File: config.mk
export PLATFORM = sky130hd
export DESIGN_NAME = ppm_stream_parser_unit
export DESIGN_NICKNAME = d
export VERILOG_FILES = /design/src/design/ppm_pkg.sv /design/src/design/ppm_stream_parser_unit.sv /design/src/design/ppm_front.sv /design/src/design/ppm_fifo.sv /design/src/design/ppm_back.sv
export SDC_FILE = /design/constraint.sdc
export NUM_CORES = 2
export LEC_CHECK = 0
export BUFFER_PORTS_ARGS = -buffer_cell sky130_fd_sc_hd__buf_4
export CORE_MARGIN = 5
export CORE_UTILIZATION = 40
export CTS_CLUSTER_DIAMETER = 80
export DETAILED_ROUTE_END_ITERATION = 6
export HOLD_SLACK_MARGIN = 0.05
export PLACE_DENSITY_LB_ADDON = 0.3
export SLEW_MARGIN = 20
export SYNTH_ARGS = -nofsm -noshare
export SYNTH_HDL_FRONTEND = slang
export SYNTH_HIERARCHICAL = 1
export SYNTH_SLANG_ARGS = --single-unit
File: constraint.sdc
create_clock -name clk_i -period 11.69 [get_ports clk_i]
set_clock_uncertainty 0.2 [all_clocks]
set_input_delay 2.338 -clock clk_i [delete_from_list [all_inputs] [get_ports clk_i]]
set_output_delay 2.338 -clock clk_i [all_outputs]
set_load 0.1 [all_outputs]
File: src/design/ppm_pkg.sv
// Shared types and codes for the PPM stream parser.
// Depends on nothing; imported by the front end, queue, back end and top level.
package ppm_pkg;

  localparam logic [1:0] KIND_HEADER = 2'd0;
  localparam logic [1:0] KIND_PIXEL  = 2'd1;
  localparam logic [1:0] KIND_ERROR  = 2'd2;

  localparam logic [2:0] ERR_MAGIC  = 3'd0;
  localparam logic [2:0] ERR_FORMAT = 3'd1;
  localparam logic [2:0] ERR_PROPS  = 3'd2;
  localparam logic [2:0] ERR_EARLY  = 3'd3;
  localparam logic [2:0] ERR_BODY   = 3'd4;

  typedef enum logic [1:0] {
    TK_HDR,
    TK_CHAN,
    TK_ERR
  } tok_kind_e;

  // One classified item from the front end to the back end.
  typedef struct packed {
    tok_kind_e   kind;
    logic [15:0] value;      // channel sample, or maxval on a header
    logic [15:0] width;
    logic [15:0] height;
    logic [1:0]  pos;        // channel position within the pixel
    logic        last_pix;
    logic [2:0]  code;
  } tok_t;

endpackage

File: src/design/ppm_stream_parser_unit.sv
// Top level of the PPM (P3/P6) stream parser.
// Depends on ppm_pkg, ppm_front, ppm_fifo and ppm_back.
//
// Bytes of a PPM file go in one per push; each yields zero or one result
// (header, RGB pixel or error code). The front end takes one byte per cycle
// while its two-entry token queue has room. Bytes that finish no channel and
// raise no result never reach the back end; header and error tokens are
// handled there in its idle state. Every body channel runs through an 8-step
// restoring divider (channel*255/maxval, or channel divided by (maxval+1)/256
// for 16-bit samples) before the back end takes its next token.
// A result waits in the output register until popped, while the front end
// keeps taking bytes until the token queue fills.
module ppm_stream_parser_unit #(
  parameter int DIM_BITS = 16
) (
  input  logic        clk_i,
  input  logic        rst_ni,
  input  logic        push,
  output logic        full,
  input  logic [7:0]  data_byte_i,
  input  logic        first_byte_i,
  input  logic        last_byte_i,
  output logic        empty,
  input  logic        pop,
  output logic [1:0]  kind_o,
  output logic [7:0]  red_o,
  output logic [7:0]  green_o,
  output logic [7:0]  blue_o,
  output logic [15:0] image_width_o,
  output logic [15:0] image_height_o,
  output logic        last_pixel_o,
  output logic [2:0]  error_code_o
);
  import ppm_pkg::*;

  tok_t tok_w, tok_r;
  logic tok_vld, q_full, q_empty, q_rd, acc;

  assign full = q_full;
  assign acc  = push && !q_full;

  ppm_front #(.DIM_BITS(DIM_BITS)) u_front (
    .clk_i, .rst_ni, .acc_i(acc), .data_byte_i, .first_byte_i, .last_byte_i,
    .tok_vld_o(tok_vld), .tok_o(tok_w)
  );

  ppm_fifo u_fifo (
    .clk_i, .rst_ni, .wr_i(tok_vld), .wdata_i(tok_w), .rd_i(q_rd),
    .rdata_o(tok_r), .full_o(q_full), .empty_o(q_empty)
  );

  ppm_back u_back (
    .clk_i, .rst_ni, .tok_i(tok_r), .tok_empty_i(q_empty), .tok_rd_o(q_rd),
    .pop, .empty, .kind_o, .red_o, .green_o, .blue_o, .image_width_o,
    .image_height_o, .last_pixel_o, .error_code_o
  );

endmodule

File: src/design/ppm_front.sv
// Front end of the PPM stream parser: header and body tokenizer.
// Depends on ppm_pkg; emits at most one token per accepted byte.
module ppm_front #(
  parameter int DIM_BITS = 16
) (
  input  logic          clk_i,
  input  logic          rst_ni,
  input  logic          acc_i,
  input  logic [7:0]    data_byte_i,
  input  logic          first_byte_i,
  input  logic          last_byte_i,
  output logic          tok_vld_o,
  output ppm_pkg::tok_t tok_o
);
  import ppm_pkg::*;

  localparam int LimBits = (DIM_BITS >= 16) ? 16 : DIM_BITS;
  localparam logic [16:0] DimLimit = 17'((64'd1 << LimBits) - 64'd1);
  localparam logic [16:0] AccSat = 17'h1FFFF;

  typedef enum logic [2:0] {
    PH_MAGIC_P, PH_MAGIC_NUM, PH_HDR_SKIP, PH_HDR_NUM,
    PH_P3_SKIP, PH_P3_NUM, PH_RAW, PH_DONE
  } phase_e;

  phase_e      ph_q, ph_d, ph_c;
  logic        raw_q, raw_d, raw_c;
  logic        wide_q, wide_d, wide_c;
  logic [15:0] wid_q, wid_d, wid_c;
  logic [15:0] hgt_q, hgt_d, hgt_c;
  logic [16:0] acc_q, acc_d, acc_c;
  logic        cmt_q, cmt_d, cmt_c;
  logic [7:0]  hi_q, hi_d, hi_c;
  logic [1:0]  chan_q, chan_d, chan_c;
  logic [31:0] left_q, left_d, left_c;
  logic [1:0]  fld_q, fld_d, fld_c;
  logic        fok_q, fok_d, fok_c;
  logic        hh_q, hh_d, hh_c;

  function automatic logic is_ws(input logic [7:0] b);
    return (b == 8'd32) || (b >= 8'd9 && b <= 8'd13);
  endfunction

  function automatic logic is_digit(input logic [7:0] b);
    return (b >= "0") && (b <= "9");
  endfunction

  function automatic logic [16:0] accum(input logic [16:0] a, input logic [7:0] b);
    logic [20:0] v;
    v = {a, 3'b000} + {3'b000, a, 1'b0} + {17'd0, 4'(b - "0")};
    return (v > 21'(AccSat)) ? AccSat : v[16:0];
  endfunction

  logic        do_sep, do_put, fail_en;
  logic [2:0]  fail_code;
  logic [15:0] put_val;
  logic [16:0] lim;
  tok_t        tok;

  always_comb begin
    if (first_byte_i) begin
      ph_c = PH_MAGIC_P; raw_c = 1'b0; wide_c = 1'b0; wid_c = '0; hgt_c = '0;
      acc_c = '0; cmt_c = 1'b0; hi_c = '0; chan_c = '0; left_c = '0;
      fld_c = '0; fok_c = 1'b0; hh_c = 1'b0;
    end else begin
      ph_c = ph_q; raw_c = raw_q; wide_c = wide_q; wid_c = wid_q; hgt_c = hgt_q;
      acc_c = acc_q; cmt_c = cmt_q; hi_c = hi_q; chan_c = chan_q; left_c = left_q;
      fld_c = fld_q; fok_c = fok_q; hh_c = hh_q;
    end
    ph_d = ph_c; raw_d = raw_c; wide_d = wide_c; wid_d = wid_c; hgt_d = hgt_c;
    acc_d = acc_c; cmt_d = cmt_c; hi_d = hi_c; chan_d = chan_c; left_d = left_c;
    fld_d = fld_c; fok_d = fok_c; hh_d = hh_c;
    tok = '0;
    tok.kind = TK_ERR;
    tok_vld_o = 1'b0;
    do_sep = 1'b0;
    do_put = 1'b0;
    fail_en = 1'b0;
    fail_code = ERR_MAGIC;
    put_val = '0;
    lim = (fld_c < 2'd2) ? DimLimit : 17'hFFFF;

    if (acc_i && ph_c != PH_DONE) begin
      unique case (ph_c)
        PH_MAGIC_P: begin
          if (data_byte_i != "P") begin
            fail_en = 1'b1; fail_code = ERR_MAGIC;
          end else begin
            ph_d = PH_MAGIC_NUM;
          end
        end
        PH_MAGIC_NUM: begin
          if (!is_digit(data_byte_i)) begin
            fail_en = 1'b1; fail_code = ERR_MAGIC;
          end else begin
            raw_d = (data_byte_i == "6");
            fok_d = (data_byte_i == "3") || (data_byte_i == "6");
            fld_d = '0;
            cmt_d = 1'b0;
            ph_d = PH_HDR_SKIP;
          end
        end
        PH_HDR_SKIP: do_sep = 1'b1;
        PH_HDR_NUM: begin
          if (is_digit(data_byte_i)) begin
            acc_d = accum(acc_c, data_byte_i);
          end else begin
            acc_d = '0;
            if (acc_c == '0 || acc_c > lim) begin
              fail_en = 1'b1; fail_code = ERR_PROPS;
            end else if (fld_c == 2'd0) begin
              wid_d = acc_c[15:0]; fld_d = 2'd1; ph_d = PH_HDR_SKIP; do_sep = 1'b1;
            end else if (fld_c == 2'd1) begin
              hgt_d = acc_c[15:0]; fld_d = 2'd2; ph_d = PH_HDR_SKIP; do_sep = 1'b1;
            end else if (!is_ws(data_byte_i)) begin
              fail_en = 1'b1; fail_code = ERR_PROPS;
            end else if (!fok_c) begin
              fail_en = 1'b1; fail_code = ERR_FORMAT;
            end else begin
              left_d = wid_c * hgt_c;
              wide_d = (acc_c > 17'd255);
              chan_d = '0;
              hh_d = 1'b0;
              ph_d = raw_c ? PH_RAW : PH_P3_SKIP;
              tok.kind = TK_HDR;
              tok.value = acc_c[15:0];
              tok.width = wid_c;
              tok.height = hgt_c;
              tok_vld_o = 1'b1;
            end
          end
        end
        PH_P3_SKIP: begin
          if (is_digit(data_byte_i)) begin
            acc_d = accum(17'd0, data_byte_i);
            ph_d = PH_P3_NUM;
          end else if (!is_ws(data_byte_i)) begin
            fail_en = 1'b1; fail_code = ERR_BODY;
          end
        end
        PH_P3_NUM: begin
          if (is_digit(data_byte_i)) begin
            acc_d = accum(acc_c, data_byte_i);
          end else if (!is_ws(data_byte_i)) begin
            fail_en = 1'b1; fail_code = ERR_BODY;
          end else begin
            acc_d = '0;
            ph_d = PH_P3_SKIP;
            if (acc_c > 17'hFFFF) begin
              fail_en = 1'b1; fail_code = ERR_BODY;
            end else begin
              do_put = 1'b1; put_val = acc_c[15:0];
            end
          end
        end
        PH_RAW: begin
          if (wide_c && !hh_c) begin
            hi_d = data_byte_i; hh_d = 1'b1;
          end else begin
            hh_d = 1'b0;
            do_put = 1'b1;
            put_val = wide_c ? {hi_c, data_byte_i} : {8'd0, data_byte_i};
          end
        end
        default: ;
      endcase

      // separator between header numbers
      if (do_sep) begin
        if (cmt_c) begin
          if (data_byte_i == 8'd10) cmt_d = 1'b0;
        end else if (is_ws(data_byte_i)) begin
          cmt_d = cmt_c;
        end else if (data_byte_i == "#") begin
          cmt_d = 1'b1;
        end else if (is_digit(data_byte_i)) begin
          acc_d = accum(17'd0, data_byte_i);
          ph_d = PH_HDR_NUM;
        end else begin
          fail_en = 1'b1; fail_code = ERR_PROPS;
        end
      end

      // a final digit closes its channel
      if (last_byte_i && !fail_en && !do_put && ph_d == PH_P3_NUM) begin
        ph_d = PH_P3_SKIP;
        if (acc_d > 17'hFFFF) begin
          fail_en = 1'b1; fail_code = ERR_BODY;
        end else begin
          do_put = 1'b1; put_val = acc_d[15:0];
        end
        acc_d = '0;
      end

      if (do_put && !fail_en) begin
        tok.kind = TK_CHAN;
        tok.value = put_val;
        tok.pos = chan_c;
        tok_vld_o = 1'b1;
        if (chan_c < 2'd2) begin
          chan_d = chan_c + 2'd1;
        end else begin
          chan_d = '0;
          if (left_c != '0) left_d = left_c - 32'd1;
          if (left_d == '0) begin
            tok.last_pix = 1'b1;
            ph_d = PH_DONE;
          end
        end
      end

      if (fail_en) begin
        ph_d = PH_DONE;
        tok = '0;
        tok.kind = TK_ERR;
        tok.code = fail_code;
        tok_vld_o = 1'b1;
      end

      if (last_byte_i && ph_d != PH_DONE) begin
        tok = '0;
        tok.kind = TK_ERR;
        tok.code = ERR_EARLY;
        tok_vld_o = 1'b1;
      end
      if (last_byte_i) ph_d = PH_DONE;
    end
  end

  assign tok_o = tok;

  always_ff @(posedge clk_i or negedge rst_ni) begin
    if (!rst_ni) begin
      ph_q <= PH_MAGIC_P; raw_q <= 1'b0; wide_q <= 1'b0; wid_q <= '0; hgt_q <= '0;
      acc_q <= '0; cmt_q <= 1'b0; hi_q <= '0; chan_q <= '0; left_q <= '0;
      fld_q <= '0; fok_q <= 1'b0; hh_q <= 1'b0;
    end else if (acc_i) begin
      ph_q <= ph_d; raw_q <= raw_d; wide_q <= wide_d; wid_q <= wid_d; hgt_q <= hgt_d;
      acc_q <= acc_d; cmt_q <= cmt_d; hi_q <= hi_d; chan_q <= chan_d; left_q <= left_d;
      fld_q <= fld_d; fok_q <= fok_d; hh_q <= hh_d;
    end
  end

  // tokens only come out of an accepted byte
  assert property (@(posedge clk_i) disable iff (!rst_ni) tok_vld_o |-> acc_i)
    else $error("front token without accepted byte");

endmodule

File: src/design/ppm_fifo.sv
// Two-entry token queue between the parser front end and the back end.
// Depends on ppm_pkg for the token type.
module ppm_fifo (
  input  logic          clk_i,
  input  logic          rst_ni,
  input  logic          wr_i,
  input  ppm_pkg::tok_t wdata_i,
  input  logic          rd_i,
  output ppm_pkg::tok_t rdata_o,
  output logic          full_o,
  output logic          empty_o
);
  import ppm_pkg::*;

  tok_t       mem_q [2];
  logic       wp_q, rp_q;
  logic [1:0] cnt_q;

  assign full_o  = (cnt_q == 2'd2);
  assign empty_o = (cnt_q == 2'd0);
  assign rdata_o = mem_q[rp_q];

  always_ff @(posedge clk_i) begin
    if (wr_i && !full_o) mem_q[wp_q] <= wdata_i;
  end

  always_ff @(posedge clk_i or negedge rst_ni) begin
    if (!rst_ni) begin
      wp_q <= 1'b0; rp_q <= 1'b0; cnt_q <= '0;
    end else begin
      if (wr_i && !full_o) wp_q <= ~wp_q;
      if (rd_i && !empty_o) rp_q <= ~rp_q;
      cnt_q <= cnt_q + 2'((wr_i && !full_o) ? 1 : 0) - 2'((rd_i && !empty_o) ? 1 : 0);
    end
  end

  assert property (@(posedge clk_i) disable iff (!rst_ni) cnt_q <= 2'd2)
    else $error("token queue count out of range");

endmodule

File: src/design/ppm_back.sv
// Back end of the PPM stream parser: channel scaling and pixel assembly.
// Depends on ppm_pkg; scales with an 8-step restoring divider, one bit a cycle.
module ppm_back (
  input  logic          clk_i,
  input  logic          rst_ni,
  input  ppm_pkg::tok_t tok_i,
  input  logic          tok_empty_i,
  output logic          tok_rd_o,
  input  logic          pop,
  output logic          empty,
  output logic [1:0]    kind_o,
  output logic [7:0]    red_o,
  output logic [7:0]    green_o,
  output logic [7:0]    blue_o,
  output logic [15:0]   image_width_o,
  output logic [15:0]   image_height_o,
  output logic          last_pixel_o,
  output logic [2:0]    error_code_o
);
  import ppm_pkg::*;

  typedef enum logic {S_IDLE, S_DIV} st_e;

  st_e         st_q;
  logic        ov_q;
  logic [1:0]  kind_q;
  logic [7:0]  r_q, g_q, b_q, pr_q, pg_q, q_q;
  logic [15:0] w_q, h_q, maxv_q;
  logic        lp_q, plast_q, sat_q;
  logic [2:0]  code_q, cnt_q;
  logic [1:0]  pos_q;
  logic [23:0] rem_q;
  logic [8:0]  div_q;

  logic        out_free, ov_set;
  logic [23:0] num, sub;
  logic [8:0]  den;
  logic        bit_set;
  logic [7:0]  q_fin, val;

  assign out_free = !ov_q || pop;
  assign tok_rd_o = (st_q == S_IDLE) && !tok_empty_i && out_free;
  assign empty = !ov_q;

  // a result lands on a header or error token, or when the third channel finishes
  assign ov_set = (st_q == S_IDLE) ? (tok_rd_o && tok_i.kind != TK_CHAN)
                                   : (cnt_q == 3'd0 && pos_q == 2'd2);

  always_comb begin
    if (maxv_q > 16'd255) begin
      num = {8'd0, tok_i.value};
      den = 9'((17'(maxv_q) + 17'd1) >> 8);
    end else begin
      num = {tok_i.value, 8'd0} - {8'd0, tok_i.value};
      den = maxv_q[8:0];
    end
  end

  assign sub     = 24'(div_q) << cnt_q;
  assign bit_set = (rem_q >= sub);
  assign q_fin   = q_q | (8'(bit_set) << cnt_q);
  assign val     = sat_q ? 8'd255 : q_fin;

  always_ff @(posedge clk_i or negedge rst_ni) begin
    if (!rst_ni) begin
      st_q <= S_IDLE;
      ov_q <= 1'b0;
      maxv_q <= '0;
    end else begin
      ov_q <= ov_set || (ov_q && !pop);
      unique case (st_q)
        S_IDLE: begin
          if (tok_rd_o) begin
            unique case (tok_i.kind)
              TK_HDR: begin
                maxv_q <= tok_i.value;
                kind_q <= KIND_HEADER;
                w_q <= tok_i.width; h_q <= tok_i.height;
                r_q <= '0; g_q <= '0; b_q <= '0; lp_q <= 1'b0; code_q <= '0;
              end
              TK_ERR: begin
                kind_q <= KIND_ERROR;
                code_q <= tok_i.code;
                w_q <= '0; h_q <= '0;
                r_q <= '0; g_q <= '0; b_q <= '0; lp_q <= 1'b0;
              end
              default: begin
                rem_q <= num;
                div_q <= den;
                sat_q <= (num >= {7'd0, den, 8'd0});
                q_q <= '0;
                cnt_q <= 3'd7;
                pos_q <= tok_i.pos;
                plast_q <= tok_i.last_pix;
                st_q <= S_DIV;
              end
            endcase
          end
        end
        S_DIV: begin
          if (bit_set) rem_q <= rem_q - sub;
          q_q <= q_fin;
          if (cnt_q != 3'd0) begin
            cnt_q <= cnt_q - 3'd1;
          end else begin
            st_q <= S_IDLE;
            if (pos_q == 2'd0) begin
              pr_q <= val;
            end else if (pos_q == 2'd1) begin
              pg_q <= val;
            end else begin
              kind_q <= KIND_PIXEL;
              r_q <= pr_q; g_q <= pg_q; b_q <= val;
              lp_q <= plast_q;
              w_q <= '0; h_q <= '0; code_q <= '0;
            end
          end
        end
        default: st_q <= S_IDLE;
      endcase
    end
  end

  assign kind_o = kind_q;
  assign red_o = r_q;
  assign green_o = g_q;
  assign blue_o = b_q;
  assign image_width_o = w_q;
  assign image_height_o = h_q;
  assign last_pixel_o = lp_q;
  assign error_code_o = code_q;

  assert property (@(posedge clk_i) disable iff (!rst_ni) (st_q == S_DIV) |-> !ov_q)
    else $error("divider running while a result waits");
  assert property (@(posedge clk_i) disable iff (!rst_ni)
    ($rose(ov_q) && kind_q == KIND_PIXEL) |-> $past(st_q == S_DIV))
    else $error("pixel result without a finished division");

endmodule
==> summary.txt <==
CP Max Fanout: 29
Vias: 24730
routed length per placed instance: 19.9 um
GRT Overall Usage: 20.0%
Seq/Total Area, Yosys: 32.5%
Tmin final: 10.54 ns
die width: 290 um
Starting Density: 40.4%
Fmax: 94.9 MHz
Cell variety after synth: 108
root buffer cell: clkbuf_16
Die Area: 0.0843 mm^2
ys async rst share: 34.1%
H-tree levels: 2
pwr dens: 166 mW/mm^2
max cap viols: 0
worst rel slew slack: 23.5%
Internal: 3440 uW
Routed Wire Length: 86600 um
Worst Path Arrival: 10.84 ns
CP Capture Type: register
VDD IR max: 0.000106 V
GP Congestion: 0.936
global-route layer with the greatest usage: met2
total setup buffers inserted after CTS: 0
footprint of the multi-input gates: 0.0194 mm^2
vias in the first global route: 23937
Comb pwr share: 42.2%
Setup Crit Path Kind: in2reg
Hold Buf Count CTS: 0
Cell Area, Synth: 0.0314 mm^2
CTS clk-pin slew, worst paths: 0.06 ns
Remaining DRCs: 0
top cell type's share of synthesized area: 22.7%
GRT Residual Overflow: 0
HP Class: reg2reg
post-CTS resize count: 0
Worst Setup Start Kind: primary input
DR iter-0 viols: 2072
fin worst setup slack: 1.15 ns
Final ANT Viol Nets: 0
Slowest-stage cell, CP: nor2b_1
Die Height: 290 um
maximum root-to-sink buffer count: 3
post-DP HPWL: 65400 um
largest net degree at the start of global routing: 75
area delta synth->final: 9.77%
clock share of power: 25.3%
# port buffers: 77
initial antenna violation count: 1
vias per cell: 5.70
most frequent cell after synthesis: nand2_1
yosys warns: 6
met2 Use GR: 30.8%
Post-synth EDFFs: 238
status: complete, no violations
fin. max-slew vios: 0
ys flop type: edfxtp_1
CP required: 11.99 ns
# clock sinks: 361
top cells by count, synth: 396 x nand2_1, 255 x inv_1, 238 x edfxtp_1, 197 x fa_1, 187 x and2_1
Seq pwr share: 32.5%
Top Family by Delay on Critical Path: adder cells
io pins: 78
RSZ-0062 raised after global routing: false
switching pwr: 2280 uW
clk_lat worst skew: 0.58 ns
nets@finish: 3653
Fin Setup TNS: 0 ns
syn_nets: 3675
P_leak: 0.0137 uW
CTS Buf Count: 43
FILL cells: 7465
r2r setup slk: 2.65 ns
Storage cell area: 0.0102 mm^2
Rows: 102
CP max stage delay: 0.78 ns
area of the core: 0.0777 mm^2
slew at the pin closest to its max-slew limit: 1.14 ns
Placement Setup Slack: 0.621 ns
GRT met3 Usage: 2.74%
Syn Inst Count: 3286
synth top area cells: edfxtp_1 23%, fa_1 13%, dfrtp_1 9.8%
Avg Inst Size Synth: 9.57 um^2
layout cells sized above 1: 10.9%
Initial DRT Pass Iterations: 6
post-synth top area cell: edfxtp_1
CP dominant cell by count: fa_1
Worst Path Buf+Inv: 5
final hold vios: 0
FF+latch count, synth: 361
Switching Fraction: 39.9%
global-route wire length before repair: 138000 um
grt met1 use: 29.3%
Setup-failing EPs final: 0
CTS tree: built
fin crit share: 90.2%
cell families (layout without fill, tap and decap cells):
| group | count (synthesis) | after routing | share of synthesized area [%] |
|---|---|---|---|
| xor+xnor | 85 | 85 | 2.37 |
| buf+inv | 457 | 469 | 5.90 |
| mux | 121 | 121 | 4.56 |
| fa+ha+maj | 375 | 375 | 19.6 |
| other cells | 0 | 2 | 0 |
| flops | 361 | 361 | 32.5 |
| compound gates | 750 | 750 | 16.4 |
| simple gates | 1137 | 1137 | 18.7 |
power groups by stage:
stage	logic [uW]	clock network, uW	registers [uW]
5_1_grt	2630	1540	1880
2_1_floorplan	1710	0	1960
3_3_place_gp	2370	0	1880
4_1_cts	2390	1480	1850
3_5_place_dp	2380	0	1880
6_report	2410	1450	1860
cells in the final DEF (no fill, tap or decap), types with 29 or more instances in the layout:
master / Yosys / layout
nand2_1: 396 / 395
inv_1: 255 / 255
edfxtp_1: 238 / 238
fa_1: 197 / 197
and2_1: 187 / 187
ha_1: 178 / 178
a21oi_1: 166 / 165
o21ai_0: 155 / 155
nor2_1: 146 / 145
buf_4: 4 / 129
dfrtp_1: 123 / 121
nand3_1: 68 / 68
nor3_1: 62 / 61
nor2b_1: 60 / 60
xnor2_1: 56 / 56
mux2_2: 47 / 47
clkbuf_16: 0 / 43
mux2i_1: 43 / 43
a211oi_1: 37 / 37
a31oi_1: 38 / 36
a22o_1: 32 / 32
mux2_4: 30 / 30
xor2_1: 29 / 29
a21o_1: 29 / 29
worst paths after layout:
path	from	to	cells past startpoint
max	first_byte_i	u_fifo/cnt_q[1]	29
min in group asynchronous	rst_ni	u_front/hi_q[7]	1
min reg2reg	u_front/raw_q	u_front/raw_q	2
min	u_front/raw_q	u_front/raw_q	2
max reg2reg	u_front/wid_q[1]	u_fifo/cnt_q[1]	28
max in group asynchronous	rst_ni	u_back/maxv_q[4]	3
metrics by stage:
stage               cell area [um^2]  hold WS (ns)  power, uW  utilization, %  std cells
finish                         34500         0.292       5720            44.4       4340
global route                   34500         0.318       6040            44.4       4338
CTS                            34500         0.302       5730            44.4       4338
detailed placement             33000         0.288       4260            42.4       4259
global placement               33000         0.277       4240            42.4       4259
floorplan                      31400         0.237       3670               -       3286
per-layer routing:
layer  routed length, um  up-vias
met5                   0        -
met4                2780        0
met3                6000      128
met2               38100      912
met1               39700    12019
li1                    -    11671
layout make-up:
cell class	count	area share, %
sequential	361	29.6
clock inverter	31	1.21
clock buffer	48	3.26
antenna	2	0.0145
timing repair buffer	132	2.96
inverter	258	2.81
tap	1040	3.77
multi-input combinational	2468	56.3
sequential cells by signal, indices dropped and copies added, names as in the netlist, 17 cells and up:
register / count
u_front/left_q: 32
u_back/rem_q: 24
u_fifo/mem_q: 112
u_front/acc_q: 17
tightest hold or removal path: cells and delay by family, from the launching register on:
family | cells | cell delay, ns
compound gates | 1 | 0.07
simple gates | 1 | 0.05
flops | 1 | 0.34
Power figures use the tool's default switching activity.
